[config.mk]
export PLATFORM = sky130hd
export DESIGN_NAME = rle_count_string_encoder_core
export DESIGN_NICKNAME = d
export VERILOG_FILES = /design/src/rlecse_pkg.sv /design/src/rle_count_string_encoder_core.sv /design/src/rlecse_dp.sv /design/src/rlecse_ctrl.sv
export VERILOG_INCLUDE_DIRS = /design/src /design/src/src
export SDC_FILE = /design/constraint.sdc
export NUM_CORES = 1
export LEC_CHECK = 0
export ABC_AREA = 0
export CORE_MARGIN = 4
export CORE_UTILIZATION = 65
export CTS_CLUSTER_SIZE = 24
export DETAILED_ROUTE_END_ITERATION = 16
export DONT_BUFFER_PORTS = 1
export PLACE_DENSITY = 0.86
export SYNTH_ARGS = -nofsm -noshare
export SYNTH_HDL_FRONTEND = slang
export SYNTH_HIERARCHICAL = 1
export SYNTH_SLANG_ARGS = --single-unit
[constraint.sdc]
create_clock -name clk -period 6.1 [get_ports clk]
set_clock_uncertainty 0.05 [all_clocks]
set_input_delay 1.22 -clock clk [delete_from_list [all_inputs] [get_ports clk]]
set_output_delay 1.22 -clock clk [all_outputs]
set_load 0.05 [all_outputs]
[src/rle_count_string_encoder_core_assert.svh]
// assertion macros for the run-length count encoder controller
// expects clk and rst_n in the scope where a macro is used
`ifndef RLE_COUNT_STRING_ENCODER_CORE_ASSERT_SVH
`define RLE_COUNT_STRING_ENCODER_CORE_ASSERT_SVH

// same-cycle implication, checked outside reset
`define RLECSE_ASSERT_NOW(label, ante, cons) \
  label: assert property (@(posedge clk) disable iff (!rst_n) (ante) |-> (cons)) \
    else $error("rlecse: same-cycle check failed");

// next-cycle implication, checked outside reset
`define RLECSE_ASSERT_NEXT(label, ante, cons) \
  label: assert property (@(posedge clk) disable iff (!rst_n) (ante) |=> (cons)) \
    else $error("rlecse: next-cycle check failed");

`endif

[src/rlecse_pkg.sv]
// shared types and constants of the run-length count string encoder
// no dependencies
`default_nettype none

package rlecse_pkg;

  localparam int unsigned COUNT_BITS_DEF = 24;
  localparam int unsigned GROUP_BITS     = 5;
  localparam logic [6:0]  CHAR_BASE      = 7'd48;
  localparam logic [1:0]  POS_SAT        = 2'd3;

  typedef enum logic [0:0] {
    ST_IDLE,
    ST_RUN
  } state_t;

  // controller to datapath
  typedef struct packed {
    logic load;   // take a new count
    logic emit;   // write one character to the output register
  } dp_cmd_t;

  // datapath to controller
  typedef struct packed {
    logic more;   // groups remain after the current one
  } dp_sts_t;

endpackage

`default_nettype wire

[src/rle_count_string_encoder_core.sv]
// a taken count loads the shift register; its characters are registered for output one by one
// throughput: one character per cycle when the output does not stall, n characters per count
// (1 to 5 at 24-bit counts); the next count is taken in the cycle of the last character,
// since the single shift register holds one count at a time
// reset: synchronous active-low rst_n clears history, index, state and output valid
`default_nettype none

module rle_count_string_encoder_core import rlecse_pkg::*; #(
  parameter int unsigned COUNT_BITS = COUNT_BITS_DEF
) (
  input  wire logic                  clk,
  input  wire logic                  rst_n,
  // input channel, one count per beat
  input  wire logic                  in_valid,
  output logic                       in_stall,
  input  wire logic [COUNT_BITS-1:0] in_run_count,
  input  wire logic                  in_first_of_mask,
  input  wire logic                  in_last_of_mask,
  // result channel, one character per beat
  output logic                       out_valid,
  input  wire logic                  out_stall,
  output logic [6:0]                 out_char_code,
  output logic                       out_last_of_count,
  output logic                       out_end_of_mask
);

  // command and status between the sequencer and the datapath
  dp_cmd_t cmd;
  dp_sts_t sts;

  // sequencer: idle until a count is taken, then one character per free output slot;
  // the final character frees the input in the same cycle
  rlecse_ctrl u_ctrl (
    .clk       (clk),
    .rst_n     (rst_n),
    .in_valid  (in_valid),
    .in_stall  (in_stall),
    .out_valid (out_valid),
    .out_stall (out_stall),
    .cmd       (cmd),
    .sts       (sts)
  );

  // datapath: history of two counts, saturating index, the count or at saturation its signed
  // difference to prev2 in a shift register drained five bits a character, and output payload
  rlecse_dp #(
    .COUNT_BITS (COUNT_BITS)
  ) u_dp (
    .clk              (clk),
    .in_run_count     (in_run_count),
    .in_first_of_mask (in_first_of_mask),
    .in_last_of_mask  (in_last_of_mask),
    .rst_n            (rst_n),
    .cmd              (cmd),
    .sts              (sts),
    .char_code        (out_char_code),
    .last_of_count    (out_last_of_count),
    .end_of_mask      (out_end_of_mask)
  );

endmodule

`default_nettype wire

[src/rlecse_dp.sv]
// datapath: count history, difference, group shift register, output payload
// depends on rlecse_pkg
`default_nettype none

module rlecse_dp import rlecse_pkg::*; #(
  parameter int unsigned COUNT_BITS = COUNT_BITS_DEF
) (
  input  wire logic                  clk,
  input  wire logic [COUNT_BITS-1:0] in_run_count,
  input  wire logic                  in_first_of_mask,
  input  wire logic                  in_last_of_mask,
  input  wire logic                  rst_n,
  input  wire dp_cmd_t               cmd,
  output dp_sts_t                    sts,
  output logic [6:0]                 char_code,
  output logic                       last_of_count,
  output logic                       end_of_mask
);

  localparam int unsigned DIFF_BITS = COUNT_BITS + 1;

  logic [COUNT_BITS-1:0] prev_r, prev_nxt;
  logic [COUNT_BITS-1:0] prev2_r, prev2_nxt;
  logic [1:0]            pos_r, pos_nxt;
  logic [DIFF_BITS-1:0]  x_r, x_nxt;
  logic                  last_r, last_nxt;
  logic [6:0]            char_r, char_nxt;
  logic                  loc_r, loc_nxt;
  logic                  eom_r, eom_nxt;

  logic [1:0]            pos_base;
  logic [COUNT_BITS-1:0] prev_base;
  logic [COUNT_BITS-1:0] prev2_base;
  logic [DIFF_BITS-1:0]  x_load;
  logic [DIFF_BITS-1:0]  x_shr;
  logic [4:0]            grp;
  logic                  more;

  always_comb begin
    // a new mask starts from empty history
    pos_base   = in_first_of_mask ? '0 : pos_r;
    prev_base  = in_first_of_mask ? '0 : prev_r;
    prev2_base = in_first_of_mask ? '0 : prev2_r;
    if (pos_base == POS_SAT) begin
      x_load = {1'b0, in_run_count} - {1'b0, prev2_base};
    end else begin
      x_load = {1'b0, in_run_count};
    end

    grp   = x_r[4:0];
    x_shr = DIFF_BITS'($signed(x_r) >>> GROUP_BITS);
    more  = grp[4] ? ~(&x_shr) : (|x_shr);

    prev_nxt  = prev_r;
    prev2_nxt = prev2_r;
    pos_nxt   = pos_r;
    x_nxt     = x_r;
    last_nxt  = last_r;
    char_nxt  = char_r;
    loc_nxt   = loc_r;
    eom_nxt   = eom_r;

    if (cmd.emit) begin
      char_nxt = CHAR_BASE + {1'b0, more, grp};
      loc_nxt  = ~more;
      eom_nxt  = ~more & last_r;
      x_nxt    = x_shr;
    end
    // a load in the same cycle as the final character wins over the shift
    if (cmd.load) begin
      x_nxt     = x_load;
      last_nxt  = in_last_of_mask;
      prev_nxt  = in_run_count;
      prev2_nxt = prev_base;
      pos_nxt   = (pos_base == POS_SAT) ? POS_SAT : pos_base + 2'd1;
    end
  end

  always_ff @(posedge clk) begin
    if (!rst_n) begin
      prev_r  <= '0;
      prev2_r <= '0;
      pos_r   <= '0;
    end else begin
      prev_r  <= prev_nxt;
      prev2_r <= prev2_nxt;
      pos_r   <= pos_nxt;
    end
  end

  always_ff @(posedge clk) begin
    x_r    <= x_nxt;
    last_r <= last_nxt;
    char_r <= char_nxt;
    loc_r  <= loc_nxt;
    eom_r  <= eom_nxt;
  end

  assign sts.more      = more;
  assign char_code     = char_r;
  assign last_of_count = loc_r;
  assign end_of_mask   = eom_r;

endmodule

`default_nettype wire

[src/rlecse_ctrl.sv]
// controller: idle/run sequencing, input stall and output valid
// depends on rlecse_pkg and the assertion macro header
`default_nettype none

`include "rle_count_string_encoder_core_assert.svh"

module rlecse_ctrl import rlecse_pkg::*; (
  input  wire logic    clk,
  input  wire logic    rst_n,
  input  wire logic    in_valid,
  output logic         in_stall,
  output logic         out_valid,
  input  wire logic    out_stall,
  output dp_cmd_t      cmd,
  input  wire dp_sts_t sts
);

  state_t state_r, state_nxt;
  logic   out_valid_r, out_valid_nxt;
  logic   can_emit;
  logic   done;
  logic   accept;

  always_ff @(posedge clk) begin
    if (!rst_n) begin
      state_r     <= ST_IDLE;
      out_valid_r <= 1'b0;
    end else begin
      state_r     <= state_nxt;
      out_valid_r <= out_valid_nxt;
    end
  end

  always_comb begin
    can_emit  = ~out_valid_r | ~out_stall;
    cmd.emit  = 1'b0;
    done      = 1'b0;
    state_nxt = state_r;
    case (state_r)
      ST_IDLE: begin
        in_stall = 1'b0;
      end
      ST_RUN: begin
        cmd.emit = can_emit;
        done     = can_emit & ~sts.more;
        in_stall = ~done;
      end
      default: begin
        in_stall = 1'b1;
      end
    endcase
    accept   = in_valid & ~in_stall;
    cmd.load = accept;

    case (state_r)
      ST_IDLE: if (accept) state_nxt = ST_RUN;
      ST_RUN:  if (done && !accept) state_nxt = ST_IDLE;
      default: state_nxt = ST_IDLE;
    endcase

    if (cmd.emit) begin
      out_valid_nxt = 1'b1;
    end else begin
      out_valid_nxt = out_valid_r & out_stall;
    end
  end

  assign out_valid = out_valid_r;

  `RLECSE_ASSERT_NOW(a_emit_only_running, cmd.emit, state_r == ST_RUN)
  `RLECSE_ASSERT_NOW(a_load_when_free, cmd.load, (state_r == ST_IDLE) || done)
  `RLECSE_ASSERT_NEXT(a_emit_shows_valid, cmd.emit, out_valid_r)
  `RLECSE_ASSERT_NEXT(a_load_starts_run, cmd.load, state_r == ST_RUN)

endmodule

`default_nettype wire
**Word-level counts from Yosys, hierarchy flattened**

Cells that the tools add are included.

- Register bits: 87
- Output and inout bits: 11
- Logic and storage cells: 47
- Input bits: 30

- Bitwise logic cells: 12
- Equal/unequal tests: 1
- Reduce and logical (&&, ||, !) cells: 5
- Mux-type cells: 15
- Add/subtract/negate cells: 3

Operators with widths:

| cell | count |
|---|---|
| 24-bit two-way mux | 3 |
| 25-bit two-way mux | 2 |
| 24-bit by 24-bit subtractor with 25-bit output | 1 |
| 20-bit AND reduction | 1 |
| 20-bit OR reduction | 1 |
| 6-bit by 6-bit adder with 7-bit output (first input constant) | 1 |
| 1-bit NOT | 7 |
| 1-bit two-way mux | 6 |
| 1-bit bitwise AND | 4 |
| 2-bit two-way mux | 2 |
| 1-bit case mux with 2 select lines | 2 |
| 2-bit by 1-bit adder with 2-bit output (second input constant) | 1 |
| 2-bit equality test (second input constant) | 1 |
| 2-bit nonzero test | 1 |
| 1-bit logical AND | 1 |
| 1-bit logical NOT | 1 |
| 1-bit OR | 1 |

**Depth between registers and ports, before layout**

Gate-level depths: netlist of the first run.

- Depth in word-level cells: 13
- Gate-level depth with buffers: 14
- Gate-level depth less buffers: 11

**By module**

Netlist of the first run, hierarchy kept.

Modules (own cells, without submodules):

| module | cells each | sequential area each (sq um) | times used | area an instance (sq um) |
|---|---|---|---|---|
| rlecse_dp | 578 | 2052.0 | 1 | 5144.9 |
| rlecse_ctrl | 12 | 40.0 | 1 | 105.1 |

**Worst setup path after synthesis of the first run**

Ideal clock, no wire load.

- Path type: in2reg
- From: input in_first_of_mask
- To: register u_dp.x_r[24] (data pin)
- Data arrival time: 3396 ps
- Setup time: 255 ps
- Data required time: 5795 ps
- Buffers on the path: 2
- Path slack: 2399 ps
- Cell stages on the path: 12
- Path through: clkbuf_1 > clkbuf_1 > nand2b_1 > inv_1 > fa_1 > and2b_1 > o2111ai_1 > a21oi_2 > o21ai_1 > a31oi_1 > o211ai_1 > and3_1

- Cells in the longest elaborated chain, start to end: 4
- Elaborated cells on any way between the ends: 6
- Those cells by class: add/sub (1); eq/ne (1); mux (4)

RTL lines:

| what | RTL line | text |
|---|---|---|
| start, declared | rle_count_string_encoder_core.sv:17 | `input wire logic in_first_of_mask,` |
| 24-bit two-way mux / 2-bit two-way mux (equally long branches) | rlecse_dp.sv:43, rlecse_dp.sv:41 |  |
| 24-bit by 24-bit subtractor with 25-bit output / 2-bit equality test (equally long branches) | rlecse_dp.sv:45, rlecse_dp.sv:44 |  |
| 25-bit two-way mux (*) | rlecse_dp.sv:44 | `if (pos_base == POS_SAT) begin` |
| 25-bit two-way mux (*) | rlecse_dp.sv:70 | `if (cmd.load) begin` |
| named net u_dp.x_nxt[24] | rlecse_dp.sv:25 | `logic [DIFF_BITS-1:0] x_r, x_nxt;` |
| end signal, assigned | rlecse_dp.sv:92 | `x_r <= x_nxt;` |
| end, declared | rlecse_dp.sv:25 |  |

The timed path passes the listed nets; every way through them passes the cells marked *. The select of a mux whose other input is x is not followed.
A chain may end at the register's enable or synchronous reset.

==> results of run 1 <==
==> final timing paths <==
path	startpoint	to	slack, ps	depth (start not counted)
worst max-delay path	u_dp/x_r[9]	u_dp/x_r[19]	2060	11
worst min register to register	u_dp/x_r[3]	u_dp/char_code[3]	380	0
worst min-delay path	u_dp/x_r[3]	u_dp/char_code[3]	380	0
worst max register to register	u_dp/x_r[9]	u_dp/x_r[19]	2060	11
==> flip-flops by register name, indices dropped and copies added (netlist names) <==
register,count
u_dp/pos_r,2
u_dp/x_r,25
u_ctrl/state_r,1
u_ctrl/out_valid,1
u_dp/end_of_mask,1
u_dp/char_code,7
u_dp/prev2_r,24
u_dp/prev_r,24
u_dp/last_r,1
u_dp/last_of_count,1
==> power by group through the flow <==
stage | registers, mW | logic [mW] | clock network (mW)
finish | 0.688 | 0.191 | 0.381
global route | 0.692 | 0.212 | 0.419
CTS | 0.688 | 0.189 | 0.389
detailed placement | 0.701 | 0.187 | 0
global placement | 0.697 | 0.183 | 0
floorplan | 0.693 | 0.161 | 0
==> synthesized netlist by cell type (3+ instances only) <==
| library cell | instances | area [sq um] |
|---|---|---|
| a31oi_1 | 6 | 37.54 |
| and3_1 | 4 | 25.02 |
| and2_1 | 28 | 175.2 |
| mux2i_1 | 22 | 220.2 |
| buf_2 | 4 | 20.02 |
| xor2_1 | 3 | 26.28 |
| clkbuf_1 | 27 | 101.4 |
| o21a_1 | 9 | 67.56 |
| ha_1 | 25 | 312.8 |
| nand2_1 | 65 | 244.0 |
| nor4_1 | 5 | 31.28 |
| edfxtp_1 | 35 | 1051 |
| nor3_1 | 7 | 35.03 |
| o221ai_1 | 6 | 52.55 |
| a21o_1 | 6 | 45.04 |
| a21oi_2 | 4 | 35.03 |
| xnor2_1 | 10 | 87.58 |
| a21boi_0 | 6 | 45.04 |
| o211ai_1 | 3 | 22.52 |
| o21ai_1 | 3 | 15.01 |
| nand2b_1 | 34 | 212.7 |
| o21ai_0 | 21 | 105.1 |
| or4_1 | 3 | 22.52 |
| nand3b_1 | 4 | 30.03 |
| nor2b_1 | 24 | 150.1 |
| inv_1 | 33 | 123.9 |
| o21bai_1 | 3 | 22.52 |
| a21oi_1 | 31 | 155.2 |
| nor2_1 | 27 | 101.4 |
| nand4_1 | 9 | 56.30 |
| nand3_1 | 9 | 45.04 |
| dfxtp_1 | 52 | 1041 |
| o22ai_1 | 24 | 150.1 |
==> kinds of logic after synthesis <==
logic type                 after synthesis  share of synthesized area
buffers and inverters                   68                    0.05124
muxes                                   26                    0.05124
adders and majority gates               26                    0.06339
and+or+nand+nor                        230                     0.2300
DFF                                     87                     0.3985
xor gates and xnor gates                13                    0.02169
AOI/OAI and AO/OA                      140                     0.1840
==> per-stage QoR <==
stage / setup WS [ps] / hold slack (ps) / power [mW]
floorplan: 2399 / 350.3 / 0.8542
global placement: 2195 / 350.6 / 0.8802
detailed placement: 2092 / 359.2 / 0.8885
CTS: 2088 / 380.6 / 1.265
global route: 1839 / 386.7 / 1.323
finish: 2057 / 377.6 / 1.261
==> per-layer routing <==
layer  part of all wire  vias up  wire [um]  GRT usage
met5                  0        -          0          0
met4              0.018        0        205    0.08733
met3              0.064       27        740    0.03357
met2               0.46      171       5280     0.3785
met1               0.46     1902       5247     0.3468
li1                   -     2033          -          -
==> final cells by class <==
type | instances | share of cell area
sequential | 87 | 0.3843
clock buffer | 13 | 0.02942
inverter | 33 | 0.02275
timing repair buffer | 2 | 0.002758
clock inverter | 3 | 0.004597
tap | 102 | 0.02344
multi-input combinational | 435 | 0.5328
==> critical path: stages, from the launching register on <==
cell and delay (ps):
edfxtp_1 400, or4_1 540, or4_4 510, nand2_2 90, inv_1 60, a21o_1 190, a21boi_4 620, buf_4 600
and2_1 400, nand3_1 120, mux2i_1 140, nor2_1 60
==> results by group, run 1 <==
Outcome
  – Outcome: finished, final reports clean

Finish
  – Register area: 2092 sq um
  – Share of cells above drive strength 1: 0.06632
  – Multi-input gate area: 2900 sq um
  – Final instance area: 5444 sq um
  – Commonest non-fill, non-tap cell in the layout: nand2_1
  – Area Growth Syn to Fin: 3.694%
  – Final core utilization: 0.6973
  – Post-Layout Cell Count: 675
  – # fillers: 605
  – Inserted Diodes: 0
  – Commonest cells after routing, fill and taps aside: nand2_1 (65), dfxtp_1 (52), edfxtp_1 (35)
  – Final #Nets: 624

Clock tree
  – Clk pin slew, worst setup/hold paths: 90 ps
  – CTS resizes: 0
  – Htree depth: 3
  – Worst-Skew Late Latency: 360 ps
  – Sink Count: 87
  – TritonCTS clock tree: yes
  – CTS Buf Count: 9
  – Clk buf depth: 2
  – CTS Root Cell: clkbuf_8
  – Setup Fix Bufs, Post-CTS: 0
  – Cts hold-fix bufs: 0

Drt
  – Detailed-route DRC error count: 0
  – Post-route ant nets: 0
  – Vias: 4133
  – Drt pass-1 iters: 6
  – WL final: 11.47 mm
  – Number of vias per cell: 6.123
  – Routed WL per cell: 17.00 um
  – DR iter-0 viols: 337

Synthesis
  – Mapped cell area: 5250 sq um
  – Post-synthesis net count: 646
  – Main flop type after synthesis: dfxtp_1
  – Post-Synthesis Cells: 590
  – Syn. warnings: 6
  – Syn avg cell area: 8.898 sq um
  – Number of synthesized flops with an enable pin: 35
  – Sequential fraction of the synthesis area: 0.3985
  – Distinct cells, synth: 64
  – Seq cells post-synth: 87
  – Async SR Flop Fraction: 0

Worst setup path
  – Startpoint types: flop
  – Worst Setup Path Type: reg2reg
  – Required time worst endpoint: 6170 ps
  – Arrival time worst endpoint: 4120 ps
  – Crit path capture type: flop
  – Crit-path max FO: 61

Timing
  – Setup violations, final: 0
  – Post-route clock period utilization: 0.6628
  – Setup TNS: 0 ps
  – RSZ-0062 raised after global routing: no
  – Achievable clock frequency: 0.2473 GHz
  – Worst Tran Pin Value: 843.9 ps
  – Crit path time final: 4043 ps
  – Hold Fails Final Rpt: 0
  – Slew headroom: 0.4357
  – Final Slew Violations: 0

Flow run
  – Max Cap Viol: 0

Die
  – Die Wd: 97.87 um
  – Die area: 9579 sq um
  – Initial Utilization: 0.6724
  – Height of the die: 97.87 um
  – Core Rows: 32
  – # IOs: 41
  – Placeable core region: 7807 sq um

GRT
  – Grt total ovfl: 0
  – Initial antenna violation count: 0
  – Vias in the first global route: 3937
  – First-pass GRT wire length: 19.12 mm
  – Total GRT Usage: 0.2431
  – Largest net degree at the start of global routing: 62

Placed design
  – DP HPWL: 8.410 mm
  – DP Area: 5259 sq um
  – # placed instances: 659
  – Final Wtd Congestion: 0.8997
  – I/O Buffers: 0

Pwr
  – Pleak: 1.911 nW
  – Sw Share: 0.2815
  – Cell Int Power: 905.7 uW
  – Flop pwr share: 0.546
  – Combinational power share: 0.152
  – Power per cell area: 231.6 nW/um^2
  – Worst VDD drop: 0.0001208 V
  – P_sw: 354.9 uW
  – Clock power frac: 0.302

Worst hold path
  – HP Class: reg2reg
Power figures use the tool's default switching activity.
==> inputs of run 2 (changes only) <==
CORE_UTILIZATION = 58   (was 65)
PLACE_DENSITY = 0.81   (was 0.86)
clock period = 3.4 ns   (was 6.1 ns; I/O delays follow)
==> run 2 against run 1 <==
Net effect: sequential power is 80% higher; combinational power is 83% higher; count of clock-buffer cells in the layout is 3 lower; flip-flop and latch count stayed put; via count is 0.90% higher; utilization is 6.8 points lower; non-clock buffer count is 5 higher; hold slack worse by 33 ps; die area is 11% higher; clock power is 93% higher; cell area is 1.4% higher; critical endpoint is now in_stall; largest power group unchanged.
==> results by group, run 2 (synthesis gave the netlist of run 1 again) <==
Worst setup path
  – Startpoint types: flop
  – Worst Setup Path Type: reg2out
  – CP cell instances: or4_1 -> or4_4 -> nand2_2 -> inv_1 -> a21o_1 -> and2_1
  – Critical Path Slowest Stage Cell: or4_1
  – Largest stage delay on the critical path: 540 ps (-80 ps)
  – Crit path capture type: primary output
  – Crit-path max FO: 3 (-95%)
  – Required time worst endpoint: 2670 ps (-3500 ps)
  – CP top delay family: simple AND/OR/NAND/NOR gates
  – Arrival time worst endpoint: 2510 ps (-1610 ps)
  – Worst Path Buf+Inv: 1 (-1)

Drt
  – Routed WL per cell: 17.03 um (+0.17%)
  – Detailed-route DRC error count: 0 (unchanged)
  – Drt pass-1 iters: 5 (-1)
  – WL final: 11.68 mm (+1.8%)
  – Vias: 4170 (+0.90%)
  – Number of vias per cell: 6.079 (-0.72%)
  – DR iter-0 viols: 334 (-0.89%)
  – Post-route ant nets: 0 (unchanged)

Finish
  – Inserted Diodes: 0 (unchanged)
  – Commonest cells after routing, fill and taps aside: nand2_1 (65), dfxtp_1 (52), edfxtp_1 (35)
  – Final #Nets: 629 (+0.80%)
  – Largest Register: u_dp/x_r
  – Share of cells above drive strength 1: 0.07958 (+0.01327)
  – Number of flip-flops in the largest register: 25 (unchanged)
  – Top Registers: u_dp/x_r x25, u_dp/prev2_r x24, u_dp/prev_r x24
  – Commonest non-fill, non-tap cell in the layout: nand2_1
  – Area Growth Syn to Fin: 5.100%
  – Final instance area: 5518 sq um (+1.4%)

GRT
  – Vias in the first global route: 3841 (-2.4%)
  – Grt total ovfl: 0 (unchanged)
  – First-pass GRT wire length: 19.34 mm (+1.2%)
  – Largest net degree at the start of global routing: 53 (-15%)
  – Total GRT Usage: 0.2335 (-0.009619)
  – Initial antenna violation count: 0 (unchanged)

Placed design
  – I/O Buffers: 0 (unchanged)
  – Final Wtd Congestion: 0.9122 (+1.4%)
  – DP HPWL: 8.459 mm (+0.58%)
  – DP Area: 5319 sq um (+1.1%)

Pwr
  – Cell Int Power: 1.636 mW (+81%)
  – Worst VDD drop: 0.0002497 V (+110%)
  – Power per cell area: 420.6 nW/um^2 (+82%)
  – Combinational power share: 0.151 (about the same)
  – P_sw: 685.0 uW (+93%)
  – Pleak: 1.951 nW (+2.1%)
  – Flop pwr share: 0.532 (-0.014)
  – Sw Share: 0.2951 (+0.01362)
  – Clock power frac: 0.317 (+0.015)

Clock tree
  – Setup Fix Bufs, Post-CTS: 0 (unchanged)
  – Cts hold-fix bufs: 0 (unchanged)
  – CTS Buf Count: 9 (unchanged)
  – Sink Count: 87 (unchanged)
  – CTS Root Cell: clkbuf_8
  – TritonCTS clock tree: yes
  – Clk buf depth: 2 (unchanged)
  – Htree depth: 3 (unchanged)
  – Clk pin slew, worst setup/hold paths: 100 ps (about the same)
  – Worst-Skew Late Latency: 370 ps (about the same)
  – CTS resizes: 0 (unchanged)

Timing
  – Slew headroom: 0.6168 (+0.1811)
  – Achievable clock frequency: 0.3090 GHz
  – Worst Tran Pin Value: 574.0 ps (-269.9 ps)
  – Final Slew Violations: 0 (unchanged)
  – Setup violations, final: 0 (unchanged)
  – Post-route clock period utilization: 0.9520
  – RSZ-0062 raised after global routing: no
  – Crit path time final: 3237 ps
  – Hold Fails Final Rpt: 0 (unchanged)
  – Setup TNS: 0 ps (unchanged)

Flow run
  – Max Cap Viol: 0 (unchanged)

Die
  – Placeable core region: 8763 sq um (+12%)
  – Die area: 10640 sq um (+11%)
  – # IOs: 41 (unchanged)
  – Core Rows: 34 (+6.3%)
  – Initial Utilization: 0.5991 (-0.07335)
  – Height of the die: 103.1 um (+5.4%)
  – Die Wd: 103.1 um (+5.4%)

Outcome
  – Outcome: finished, final reports clean

Worst hold path
  – HP Class: in2reg
-- run 2: cell count changes in the layout (fill, tap and decap cells not counted) --
| cell | change |
|---|---|
| clkinv_2 | +1 |
| or2_2 | -1 |
| buf_12 | +1 |
| or2_4 | +1 |
| clkbuf_1 | -3 |
| inv_8 | +1 |
| buf_4 | +4 |
| inv_6 | +1 |
-- run 2: final timing paths --
check / start / to / slack (ps) / cells past startpoint
hold / removal: in_last_of_mask / u_dp/last_r / 340 / 0
hold reg to reg: u_dp/x_r[3] / u_dp/char_code[3] / 390 / 0
setup reg to reg: u_dp/x_r[9] / u_dp/x_r[19] / 210 / 10
setup / recovery: u_dp/x_r[9] / in_stall / 160 / 6
-- run 2: power groups by stage --
stage,Sequential (mW),Combinational (mW),Clock (mW)
after floorplan,1.24,0.290,0
after global placement,1.25,0.334,0
after detailed placement,1.26,0.343,0
after CTS,1.23,0.346,0.753
after global routing,1.24,0.388,0.796
final,1.24,0.350,0.736
-- run 2: cell type report --
cell class / instances / area [sq um]
Clock buffer: 10 / 148.9
Tap cell: 108 / 135.1
Fill cell: 740 / 3246
Timing Repair Buffer: 7 / 65.06
Sequential cell: 87 / 2092
Clock inverter: 6 / 50.05
Multi-Input combinational cell: 435 / 2903
Inverter: 33 / 123.9
-- run 2: per-stage QoR --
stage | instances | utilization | total power [mW] | hold WS (ps) | worst slack (ps)
5_1_grt | 686 | 0.6296 | 2.429 | 333.2 | 68.17
3_3_place_gp | 670 | 0.6069 | 1.587 | 352.2 | 328.7
2_1_floorplan | 590 | - | 1.533 | 350.3 | 68.19
6_report | 686 | 0.6296 | 2.321 | 344.9 | 163.3
4_1_cts | 686 | 0.6296 | 2.333 | 334.0 | 161.2
3_5_place_dp | 670 | 0.6069 | 1.601 | 362.4 | 215.4
-- run 2: per-layer routing --
metal	wire (um)	GRT usage	vias up
met1	5225	0.3329	1955
met3	816	0.03721	16
li1	-	-	2048
met4	169	0.07171	0
met2	5471	0.3651	151
met5	0	0	-
